**config.mk**
```make
export PLATFORM = sky130hd
export DESIGN_NAME = joystick_ptz_speed_mapper
export DESIGN_NICKNAME = d
export VERILOG_FILES = /design/src/sv/jpsm_pkg.sv /design/src/sv/jpsm_cfg.sv /design/src/sv/jpsm_div.sv /design/src/sv/joystick_ptz_speed_mapper.sv
export SDC_FILE = /design/constraint.sdc
export NUM_CORES = 1
export LEC_CHECK = 0
export ABC_AREA = 1
export BUFFER_PORTS_ARGS = -buffer_cell sky130_fd_sc_hd__buf_2
export CAP_MARGIN = 25
export CORE_MARGIN = 2
export CORE_UTILIZATION = 55
export CTS_BUF_LIST = sky130_fd_sc_hd__clkbuf_8 sky130_fd_sc_hd__clkbuf_16
export CTS_CLUSTER_SIZE = 25
export DETAILED_ROUTE_END_ITERATION = 16
export GPL_TIMING_DRIVEN = 1
export PLACE_DENSITY_LB_ADDON = 0.05
export SYNTH_ARGS = -nofsm -noshare
export SYNTH_HDL_FRONTEND = slang
export SYNTH_SLANG_ARGS = --single-unit
```
**constraint.sdc**
```tcl
create_clock -name i_clk -period 19.3 [get_ports i_clk]
set_input_delay 0.965 -clock i_clk [delete_from_list [all_inputs] [get_ports i_clk]]
set_output_delay 0.965 -clock i_clk [all_outputs]
set_load 0.01 [all_outputs]
```
**src/sv/jpsm_pkg.sv**
```systemverilog
// ----------------------------------------------------------------------------
// jpsm_pkg
// shared types and constants of the joystick pan/tilt/zoom speed mapper
// ----------------------------------------------------------------------------
package jpsm_pkg;

    localparam int ADC_BITS_DEF = 12;
    localparam int DZ_W         = 11;
    localparam int LIM_W        = 5;
    localparam int ZLIM_W       = 3;
    localparam int INT_W        = 16;
    localparam int CFG_AW       = 3;
    localparam int CFG_DW       = 16;
    localparam int PT_W         = 6;
    localparam int Z_W          = 4;
    localparam int OUT_W        = 16;
    localparam int TIME_W       = 32;
    localparam int PT_RANGE     = 24;
    localparam int ZOOM_RANGE   = 7;

    localparam logic [CFG_DW-1:0] ADC_MAX_RST  = 16'd4095;
    localparam logic [CFG_DW-1:0] CENTER_RST   = 16'd2047;
    localparam logic [DZ_W-1:0]   DZ_RST       = 11'd409;
    localparam logic [LIM_W-1:0]  PAN_LIM_RST  = 5'd15;
    localparam logic [LIM_W-1:0]  TILT_LIM_RST = 5'd15;
    localparam logic [ZLIM_W-1:0] ZOOM_LIM_RST = 3'd7;
    localparam logic [INT_W-1:0]  INTERVAL_RST = 16'd100;

    typedef enum logic [CFG_AW-1:0] {
        REG_ADC_MAX  = 3'd0,
        REG_CENTER   = 3'd1,
        REG_DZ_HALF  = 3'd2,
        REG_PAN_LIM  = 3'd3,
        REG_TILT_LIM = 3'd4,
        REG_ZOOM_LIM = 3'd5,
        REG_INTERVAL = 3'd6
    } t_reg_idx;

    typedef enum logic [1:0] {
        AXIS_PAN  = 2'd0,
        AXIS_TILT = 2'd1,
        AXIS_ZOOM = 2'd2
    } t_axis;

    typedef enum logic [4:0] {
        S_IDLE = 5'b00001,
        S_PREP = 5'b00010,
        S_DIV  = 5'b00100,
        S_POST = 5'b01000,
        S_DONE = 5'b10000
    } t_state;

endpackage

```
**src/sv/jpsm_cfg.sv**
```systemverilog
// ----------------------------------------------------------------------------
// jpsm_cfg
// configuration register file, written by index over the config channel
// ----------------------------------------------------------------------------
module jpsm_cfg #(
    parameter int ADC_BITS = jpsm_pkg::ADC_BITS_DEF
) (
    input  logic                        i_clk,
    input  logic                        i_rst_n,
    input  logic                        i_wr_en,
    input  logic [jpsm_pkg::CFG_AW-1:0] i_wr_addr,
    input  logic [jpsm_pkg::CFG_DW-1:0] i_wr_data,
    output logic [ADC_BITS-1:0]         o_adc_max,
    output logic [ADC_BITS-1:0]         o_center,
    output logic [jpsm_pkg::DZ_W-1:0]   o_dz_half,
    output logic [jpsm_pkg::LIM_W-1:0]  o_pan_lim,
    output logic [jpsm_pkg::LIM_W-1:0]  o_tilt_lim,
    output logic [jpsm_pkg::ZLIM_W-1:0] o_zoom_lim,
    output logic [jpsm_pkg::INT_W-1:0]  o_interval
);

    logic [ADC_BITS-1:0]         r_adc_max;
    logic [ADC_BITS-1:0]         r_center;
    logic [jpsm_pkg::DZ_W-1:0]   r_dz_half;
    logic [jpsm_pkg::LIM_W-1:0]  r_pan_lim;
    logic [jpsm_pkg::LIM_W-1:0]  r_tilt_lim;
    logic [jpsm_pkg::ZLIM_W-1:0] r_zoom_lim;
    logic [jpsm_pkg::INT_W-1:0]  r_interval;

    always_ff @(posedge i_clk) begin
        if (!i_rst_n) begin
            r_adc_max  <= jpsm_pkg::ADC_MAX_RST[ADC_BITS-1:0];
            r_center   <= jpsm_pkg::CENTER_RST[ADC_BITS-1:0];
            r_dz_half  <= jpsm_pkg::DZ_RST;
            r_pan_lim  <= jpsm_pkg::PAN_LIM_RST;
            r_tilt_lim <= jpsm_pkg::TILT_LIM_RST;
            r_zoom_lim <= jpsm_pkg::ZOOM_LIM_RST;
            r_interval <= jpsm_pkg::INTERVAL_RST;
        end else if (i_wr_en) begin
            case (jpsm_pkg::t_reg_idx'(i_wr_addr))
                jpsm_pkg::REG_ADC_MAX:  r_adc_max  <= i_wr_data[ADC_BITS-1:0];
                jpsm_pkg::REG_CENTER:   r_center   <= i_wr_data[ADC_BITS-1:0];
                jpsm_pkg::REG_DZ_HALF:  r_dz_half  <= i_wr_data[jpsm_pkg::DZ_W-1:0];
                jpsm_pkg::REG_PAN_LIM:  r_pan_lim  <= i_wr_data[jpsm_pkg::LIM_W-1:0];
                jpsm_pkg::REG_TILT_LIM: r_tilt_lim <= i_wr_data[jpsm_pkg::LIM_W-1:0];
                jpsm_pkg::REG_ZOOM_LIM: r_zoom_lim <= i_wr_data[jpsm_pkg::ZLIM_W-1:0];
                jpsm_pkg::REG_INTERVAL: r_interval <= i_wr_data[jpsm_pkg::INT_W-1:0];
                default: begin
                end
            endcase
        end
    end

    assign o_adc_max  = r_adc_max;
    assign o_center   = r_center;
    assign o_dz_half  = r_dz_half;
    assign o_pan_lim  = r_pan_lim;
    assign o_tilt_lim = r_tilt_lim;
    assign o_zoom_lim = r_zoom_lim;
    assign o_interval = r_interval;

endmodule

```
**src/sv/jpsm_div.sv**
```systemverilog
// ----------------------------------------------------------------------------
// jpsm_div
// serial restoring divider, one quotient bit per cycle, shared by all axes
// ----------------------------------------------------------------------------
module jpsm_div #(
    parameter int NW = 17,
    parameter int DW = 13
) (
    input  logic          i_clk,
    input  logic          i_rst_n,
    input  logic          i_start,
    input  logic [NW-1:0] i_num,
    input  logic [DW-1:0] i_den,
    output logic          o_done,
    output logic [NW-1:0] o_quo
);

    localparam int CW = $clog2(NW + 1);

    logic          r_busy;
    logic          r_done;
    logic [CW-1:0] r_cnt;
    logic [DW-1:0] r_rem;
    logic [DW-1:0] r_den;
    logic [NW-1:0] r_quo;

    logic [DW:0]   rem_sh;
    logic [DW:0]   diff;
    logic          ge;

    assign rem_sh = {r_rem, r_quo[NW-1]};
    assign ge     = rem_sh >= {1'b0, r_den};
    assign diff   = rem_sh - {1'b0, r_den};

    always_ff @(posedge i_clk) begin
        if (!i_rst_n) begin
            r_busy <= 1'b0;
            r_done <= 1'b0;
            r_cnt  <= '0;
        end else begin
            r_done <= 1'b0;
            if (i_start) begin
                r_busy <= 1'b1;
                r_cnt  <= CW'(NW);
            end else if (r_busy) begin
                r_cnt <= r_cnt - CW'(1);
                if (r_cnt == CW'(1)) begin
                    r_busy <= 1'b0;
                    r_done <= 1'b1;
                end
            end
        end
    end

    always_ff @(posedge i_clk) begin
        if (i_start) begin
            r_rem <= '0;
            r_den <= i_den;
            r_quo <= i_num;
        end else if (r_busy) begin
            r_rem <= ge ? diff[DW-1:0] : rem_sh[DW-1:0];
            r_quo <= {r_quo[NW-2:0], ge};
        end
    end

    assign o_done = r_done;
    assign o_quo  = r_quo;

endmodule

```
**src/sv/joystick_ptz_speed_mapper.sv**
```systemverilog
// ----------------------------------------------------------------------------
// joystick_ptz_speed_mapper
// maps pan/tilt/zoom joystick readings to signed camera drive speeds
// ----------------------------------------------------------------------------
// one sample (pan, tilt, zoom readings and a ms timestamp) comes in per
// s_axis transfer; one result (speeds in tdata, send flag in tuser) leaves
// per m_axis transfer. the three axes run one after another through a
// single serial divider, each with a setup step, the division and a
// clamping step. s_axis_tready is low while a sample is in work. the
// finished result sits in an output register; the next sample may be
// taken while it waits, but its result holds in the last step until
// m_axis_tready frees the register. the config channel is always ready
// and should be written only while no sample is in work. reset
// (synchronous, active low) restores the default registers, clears the
// last send time and drops m_axis_tvalid.
// ----------------------------------------------------------------------------
module joystick_ptz_speed_mapper #(
    parameter int ADC_BITS = jpsm_pkg::ADC_BITS_DEF,
    localparam int IN_W = ((3 * ADC_BITS + jpsm_pkg::TIME_W + 7) / 8) * 8
) (
    input  logic                        i_clk,
    input  logic                        i_rst_n,
    // pan_raw, tilt_raw, zoom_raw, now_ms
    input  logic [IN_W-1:0]             s_axis_tdata,
    input  logic                        s_axis_tvalid,
    output logic                        s_axis_tready,
    // pan_speed, tilt_speed, zoom_speed
    output logic [jpsm_pkg::OUT_W-1:0]  m_axis_tdata,
    // send_cmd
    output logic                        m_axis_tuser,
    output logic                        m_axis_tvalid,
    input  logic                        m_axis_tready,
    input  logic                        i_cfg_valid,
    output logic                        o_cfg_ready,
    input  logic [jpsm_pkg::CFG_AW-1:0] i_cfg_addr,
    input  logic [jpsm_pkg::CFG_DW-1:0] i_cfg_data
);

    localparam int AW  = ADC_BITS;
    localparam int DZW = jpsm_pkg::DZ_W;
    localparam int HW  = ((AW > DZW) ? AW : DZW) + 1;
    localparam int NW  = AW + jpsm_pkg::LIM_W;
    localparam int SW  = NW + 2;
    localparam int TW  = jpsm_pkg::TIME_W;
    localparam int PW  = jpsm_pkg::PT_W;
    localparam int ZW  = jpsm_pkg::Z_W;
    localparam int LW  = jpsm_pkg::LIM_W;
    localparam logic signed [SW-1:0] ONE_S   = SW'(1);
    localparam logic signed [SW-1:0] PT_RNG  = SW'(jpsm_pkg::PT_RANGE);
    localparam logic signed [SW-1:0] Z_RNG   = SW'(jpsm_pkg::ZOOM_RANGE);

    logic [AW-1:0]              adc_max;
    logic [AW-1:0]              center;
    logic [DZW-1:0]             dz_half;
    logic [LW-1:0]              pan_lim;
    logic [LW-1:0]              tilt_lim;
    logic [jpsm_pkg::ZLIM_W-1:0] zoom_lim;
    logic [jpsm_pkg::INT_W-1:0] interval;

    jpsm_pkg::t_state r_state, n_state;
    jpsm_pkg::t_axis  r_axis;

    logic [AW-1:0]  r_pan_raw, r_tilt_raw, r_zoom_raw;
    logic [TW-1:0]  r_now;
    logic [TW-1:0]  r_last_send;
    logic [NW-1:0]  r_num;
    logic [HW-1:0]  r_den;
    logic           r_neg, r_zero, r_zone, r_above, r_start;
    logic [LW-1:0]  r_m;
    logic [PW-1:0]  r_pan, r_tilt;
    logic [ZW-1:0]  r_zoom;
    logic [jpsm_pkg::OUT_W-1:0] r_out_data;
    logic           r_out_user;
    logic           r_out_valid;

    logic                 div_done;
    logic [NW-1:0]        div_quo;

    // setup path
    logic [AW-1:0]        v;
    logic [LW-1:0]        m;
    logic [HW-1:0]        hi_u;
    logic signed [HW:0]   hi_s, lo_s, v_s, d_s, den_s;
    logic                 above, below;
    logic [AW-1:0]        mul_a;
    logic [LW-1:0]        mul_b, mm1;
    logic [NW-1:0]        prod;
    logic [HW-1:0]        den_mag;
    logic                 neg;

    // finish path
    logic signed [SW-1:0] q_ext, q_s, m_s, s_raw, s_cl, rng, s_neg;

    logic                 out_free;
    logic                 stop, due;

    jpsm_cfg #(.ADC_BITS(ADC_BITS)) u_cfg (
        .i_clk      (i_clk),
        .i_rst_n    (i_rst_n),
        .i_wr_en    (i_cfg_valid && o_cfg_ready),
        .i_wr_addr  (i_cfg_addr),
        .i_wr_data  (i_cfg_data),
        .o_adc_max  (adc_max),
        .o_center   (center),
        .o_dz_half  (dz_half),
        .o_pan_lim  (pan_lim),
        .o_tilt_lim (tilt_lim),
        .o_zoom_lim (zoom_lim),
        .o_interval (interval)
    );

    jpsm_div #(.NW(NW), .DW(HW)) u_div (
        .i_clk   (i_clk),
        .i_rst_n (i_rst_n),
        .i_start (r_start),
        .i_num   (r_num),
        .i_den   (r_den),
        .o_done  (div_done),
        .o_quo   (div_quo)
    );

    assign o_cfg_ready   = 1'b1;
    assign s_axis_tready = (r_state == jpsm_pkg::S_IDLE);
    assign out_free      = !r_out_valid || m_axis_tready;

    always_comb begin
        case (r_axis)
            jpsm_pkg::AXIS_PAN: begin
                v = r_pan_raw;
                m = pan_lim;
            end
            jpsm_pkg::AXIS_TILT: begin
                v = r_tilt_raw;
                m = tilt_lim;
            end
            jpsm_pkg::AXIS_ZOOM: begin
                v = r_zoom_raw;
                m = LW'(zoom_lim);
            end
            default: begin
                v = '0;
                m = '0;
            end
        endcase
    end

    always_comb begin
        hi_u    = HW'(center) + HW'(dz_half);
        hi_s    = $signed({1'b0, hi_u});
        lo_s    = $signed({1'b0, HW'(center)}) - $signed({1'b0, HW'(dz_half)});
        v_s     = $signed({1'b0, HW'(v)});
        above   = v_s > hi_s;
        below   = v_s < lo_s;
        d_s     = v_s - hi_s;
        mm1     = (m == '0) ? LW'(1) : m - LW'(1);
        den_s   = above ? ($signed({1'b0, HW'(adc_max)}) - hi_s) : lo_s;
        den_mag = den_s[HW] ? HW'(-den_s) : den_s[HW-1:0];
        neg     = above && ((m == '0) ^ den_s[HW]);
        mul_a   = above ? d_s[AW-1:0] : v;
        mul_b   = above ? mm1 : m;
        prod    = NW'(mul_a * mul_b);
    end

    always_comb begin
        q_ext = $signed({2'b00, div_quo});
        q_s   = r_zero ? '0 : (r_neg ? -q_ext : q_ext);
        m_s   = $signed({{(SW - LW){1'b0}}, r_m});
        s_raw = r_zone ? '0 : (r_above ? q_s + ONE_S : q_s - m_s);
        rng   = (r_axis == jpsm_pkg::AXIS_ZOOM) ? Z_RNG : PT_RNG;
        s_cl  = s_raw;
        if (s_raw > rng) begin
            s_cl = rng;
        end
        if (s_raw < -rng) begin
            s_cl = -rng;
        end
        s_neg = -s_cl;
    end

    assign stop = (r_pan == '0) && (r_tilt == '0) && (r_zoom == '0);
    assign due  = (r_now - r_last_send) > TW'(interval);

    always_comb begin
        n_state = r_state;
        case (r_state)
            jpsm_pkg::S_IDLE: begin
                if (s_axis_tvalid) begin
                    n_state = jpsm_pkg::S_PREP;
                end
            end
            jpsm_pkg::S_PREP: n_state = jpsm_pkg::S_DIV;
            jpsm_pkg::S_DIV: begin
                if (div_done) begin
                    n_state = jpsm_pkg::S_POST;
                end
            end
            jpsm_pkg::S_POST: begin
                n_state = (r_axis == jpsm_pkg::AXIS_ZOOM) ? jpsm_pkg::S_DONE
                                                          : jpsm_pkg::S_PREP;
            end
            jpsm_pkg::S_DONE: begin
                if (out_free) begin
                    n_state = jpsm_pkg::S_IDLE;
                end
            end
            default: n_state = jpsm_pkg::S_IDLE;
        endcase
    end

    always_ff @(posedge i_clk) begin
        if (!i_rst_n) begin
            r_state     <= jpsm_pkg::S_IDLE;
            r_axis      <= jpsm_pkg::AXIS_PAN;
            r_start     <= 1'b0;
            r_out_valid <= 1'b0;
            r_last_send <= '0;
        end else begin
            r_state <= n_state;
            r_start <= (r_state == jpsm_pkg::S_PREP);
            if (r_state == jpsm_pkg::S_IDLE) begin
                r_axis <= jpsm_pkg::AXIS_PAN;
            end else if (r_state == jpsm_pkg::S_POST) begin
                case (r_axis)
                    jpsm_pkg::AXIS_PAN:  r_axis <= jpsm_pkg::AXIS_TILT;
                    jpsm_pkg::AXIS_TILT: r_axis <= jpsm_pkg::AXIS_ZOOM;
                    default:             r_axis <= jpsm_pkg::AXIS_ZOOM;
                endcase
            end
            if ((r_state == jpsm_pkg::S_DONE) && out_free) begin
                r_out_valid <= 1'b1;
                if (stop || due) begin
                    r_last_send <= r_now;
                end
            end else if (m_axis_tready) begin
                r_out_valid <= 1'b0;
            end
        end
    end

    always_ff @(posedge i_clk) begin
        if (s_axis_tvalid && s_axis_tready) begin
            r_pan_raw  <= s_axis_tdata[AW-1:0];
            r_tilt_raw <= s_axis_tdata[2*AW-1:AW];
            r_zoom_raw <= s_axis_tdata[3*AW-1:2*AW];
            r_now      <= s_axis_tdata[3*AW+TW-1:3*AW];
        end
        if (r_state == jpsm_pkg::S_PREP) begin
            r_num   <= prod;
            r_den   <= den_mag;
            r_neg   <= neg;
            r_zero  <= (den_mag == '0);
            r_zone  <= !above && !below;
            r_above <= above;
            r_m     <= m;
        end
        if (r_state == jpsm_pkg::S_POST) begin
            case (r_axis)
                jpsm_pkg::AXIS_PAN:  r_pan  <= s_cl[PW-1:0];
                jpsm_pkg::AXIS_TILT: r_tilt <= s_neg[PW-1:0];
                default:             r_zoom <= s_cl[ZW-1:0];
            endcase
        end
        if ((r_state == jpsm_pkg::S_DONE) && out_free) begin
            r_out_data <= {r_zoom, r_tilt, r_pan};
            r_out_user <= stop || due;
        end
    end

    assign m_axis_tdata  = r_out_data;
    assign m_axis_tuser  = r_out_user;
    assign m_axis_tvalid = r_out_valid;

endmodule

```
==> impl_metrics.toml <==
[sta]
fin_tns_setup_ns = 0
period_share_pct = 43.8
rsz0062_at_grt = "no"
layout_min_cycle_time_ns = 8.45
drv_slew = 0
tightest_slew_ns = 1.06
fmax_ghz = 0.118
max_slew_margin_pct = 29.0
setup_viol = 0
hold_viol = 0
fin_skew_ns = 0.0268

[pwr]
leakage_nw = 9.85
seq_power_share_pct = 25.4
p_comb_share_pct = 57.9
p_clk_share_pct = 16.6
power_density_mw_per_mm2 = 169
power_switching_mw = 1.60
internal-power_mw = 2.12
irDropWorstVdd_uv = 218
swShare_pct = 43.1
power.total_mw = 3.72

[setup_path]
cp_slowest_cell = "fa_1"
worstPathArrival_ns = 8.76
cp_common_cell = "nand3_1"
end_kind = "flip-flop"
critPathLaunch = "u_cfg.o_dz_half[0]$_SDFFE_PN1P_"
cp_max_fo = 34
regToRegSetupSlack_ns = 10.85
cp_slowest_stage_delay_ns = 0.54
worst_r2r_endpoint = "r_num[15]$_DFFE_PP_"
reg2reg_depth = 42
path_class = "reg -> reg"
cp.required_ns = 19.61
cp-start-kind = "flip-flop"
reg2reg_from = "u_cfg.o_dz_half[0]$_SDFFE_PN1P_"

[drt]
avgViaCountPerCell = 5.36
wire_per_inst_um = 15.2
via_count = 16600
dr.pass1.iters = 7
totalWireLength_mm = 47.2
drc = 0
ant_nets = 0
drt_iter0_markers = 1107

[die]
core_area_mm2 = 0.0357
rows = 69
die_h_um = 195
dieArea_mm2 = 0.0379
top_level_ports = 116
die_w_um = 195
start_util_pct = 56.0

[hold_path]
min_path_type = "reg -> reg"
min_to = "u_div.r_den[5]$_DFFE_PP_"
hold_start = "r_den[5]$_DFFE_PP_"
hold_depth = 0

[cells_and_area]
num-nets-final = 2917
layout_common_cells = "nand2_1, inv_1, a21oi_1"
register_area_mm2 = 0.00761
multi_input_area_mm2 = 0.0107
diodes = 0
areaGrowthSynthToFinish_pct = 10.4
n_fill_cell = 3219
drive_gt1_share_pct = 9.51
layout_commonest_cell = "nand2_1"
stdcell_area_mm2 = 0.0221

[global_routing]
grt_usage_pct = 25.0
grt_max_degree = 72
first_global_vias = 15800
antenna_found_initial = 0
grt_pass1_wl_mm = 77.7
grt-ovfl-total = 0

[synthesis]
syn_area_mm2 = 0.0200
syn_inst = 2517
ys.flop_type = "edfxtp_1"
seq_area_frac_synth_pct = 38.1
synth_edf_count = 170
synthArstFlopShare_pct = 0
synth-seq-cells = 295
ys_types = 59
syn-num-nets = 2820
yosys_warnings = 0
syn_avg_cell_area_um2 = 7.94

[placed_design]
dpl_cell_area_mm2 = 0.0210
dp_hpwl_mm = 36.8
gp_congestion = 0.902
port_buffers = 110

[run]
cap_viol_max_count = 0

[cts]
cts-root-buf = "clkbuf_16"
h-tree-depth = 1
cts.sinks = 295
clkSlewWorstSetupHoldPaths_ns = 0.06
cts_tree = "yes"
cts_resized = 0
post_cts.repair.setup_buffers = 0
cts_buffers = 31
clock_path_buffers = 3
cts_hold_buffers = 0
clock_latency_ns = 0.58

[run_status]
outcome = "completed"
==> per-layer routing <==
layer / track usage, % / vias to the layer above / wire length (um)
met3: 2.46 / 59 / 2310
met4: 5.33 / 0 / 819
li1: - / 8574 / -
met5: 0 / - / 0
met1: 35.2 / 7592 / 22100
met2: 41.8 / 380 / 22000
==> power by group through the flow <==
stage | Sequential (mW) | Clock, mW | Combinational (mW)
after floorplan | 0.949 | 0 | 1.71
after global placement | 0.956 | 0 | 2.08
after detailed placement | 0.959 | 0 | 2.14
after CTS | 0.947 | 0.633 | 2.16
after global routing | 0.956 | 0.659 | 2.50
final | 0.946 | 0.619 | 2.16
==> area by class of cell <==
| type | count | area share [%] |
|---|---|---|
| inverters | 368 | 6.29 |
| well taps | 461 | 2.62 |
| repair buffers | 122 | 2.98 |
| multi-input cells | 1796 | 48.7 |
| clock inverters | 23 | 1.12 |
| clock buffers | 34 | 3.76 |
| flip-flops and latches | 295 | 34.5 |
==> worst max path at each step <==
stage                               end  cells past startpoint  slack [ns]
floorplan           r_num[15]$_DFFE_PP_                     42       12.07
global placement    r_num[15]$_DFFE_PP_                     43       10.94
detailed placement  r_num[15]$_DFFE_PP_                     42       10.90
CTS                 r_num[15]$_DFFE_PP_                     42       10.85
global route        r_num[15]$_DFFE_PP_                     43       10.05
finish              r_num[15]$_DFFE_PP_                     42       10.85
==> worst max-delay path: cells and delay by family, from the launching register on <==
kind	cells	cell delay, ns
buffers and inverters	5	0.60
AND/OR/NAND/NOR	17	2.31
XOR/XNOR	2	0.32
AO/OA/AOI/OAI	11	1.68
flip-flops	1	0.39
adder cells (fa/ha/maj)	7	2.87
==> synth_stat cells (4+ instances only) <==
| cell type | instances | area, um^2 |
|---|---|---|
| inv_1 | 354 | 1330 |
| edfxtp_1 | 170 | 5100 |
| nand3b_1 | 7 | 52.6 |
| nand3_2 | 4 | 40.0 |
| fa_1 | 37 | 741 |
| o221ai_1 | 5 | 43.8 |
| nand3_1 | 160 | 801 |
| nand2_2 | 22 | 138 |
| nor4_1 | 11 | 68.8 |
| nand4_1 | 24 | 150 |
| clkbuf_1 | 38 | 143 |
| nor2_4 | 4 | 45.0 |
| a31oi_1 | 6 | 37.5 |
| a21oi_1 | 232 | 1160 |
| o21ai_1 | 8 | 40.0 |
| ha_1 | 170 | 2130 |
| a21o_1 | 8 | 60.1 |
| nand2_4 | 5 | 56.3 |
| buf_4 | 4 | 30.0 |
| xnor2_1 | 31 | 272 |
| nor3_1 | 48 | 240 |
| and3_1 | 4 | 25.0 |
| o22ai_1 | 6 | 37.5 |
| o21bai_1 | 8 | 60.1 |
| inv_2 | 12 | 45.0 |
| a211oi_1 | 4 | 30.0 |
| buf_1 | 5 | 18.8 |
| o21ai_0 | 130 | 651 |
| xor2_1 | 62 | 543 |
| dfxtp_1 | 125 | 2500 |
| or2_2 | 12 | 75.1 |
| o211ai_1 | 23 | 173 |
| nor2_1 | 221 | 830 |
| o21a_1 | 5 | 37.5 |
| nand2_1 | 507 | 1900 |
| buf_2 | 8 | 40.0 |
==> per-stage QoR <==
stage / setup WS [ns] / hold WS (ns) / util [%] / instances
floorplan: 12.07 / 0.400 / - / 2517
global placement: 10.94 / 0.401 / 58.7 / 3040
detailed placement: 10.90 / 0.405 / 58.8 / 3042
CTS: 10.85 / 0.419 / 61.9 / 3099
global route: 10.05 / 0.428 / 61.9 / 3099
finish: 10.85 / 0.419 / 61.9 / 3099
==> state kept, by name (all words and copies together), names as in the netlist, 13 cells and up <==
name	count
u_div.o_quo	17
r_last_send	32
m_axis_tdata	16
u_div.r_den	13
r_now	32
r_num	17
u_cfg.o_interval	16
r_den	13
u_div.r_rem	13
==> kinds of logic (layout without fill, tap and decap cells) <==
family / after synthesis / count (layout) / synth area share, %
flip-flops: 295 / 295 / 38.1
other: 1 / 1 / 0.0188
AO/OA/AOI/OAI: 456 / 456 / 12.6
adder cells (fa/ha/maj): 207 / 207 / 14.4
AND/OR/NAND/NOR: 1039 / 1039 / 22.6
buffers and inverters: 426 / 547 / 8.28
XOR/XNOR: 93 / 93 / 4.08
Power figures use the tool's default switching activity.
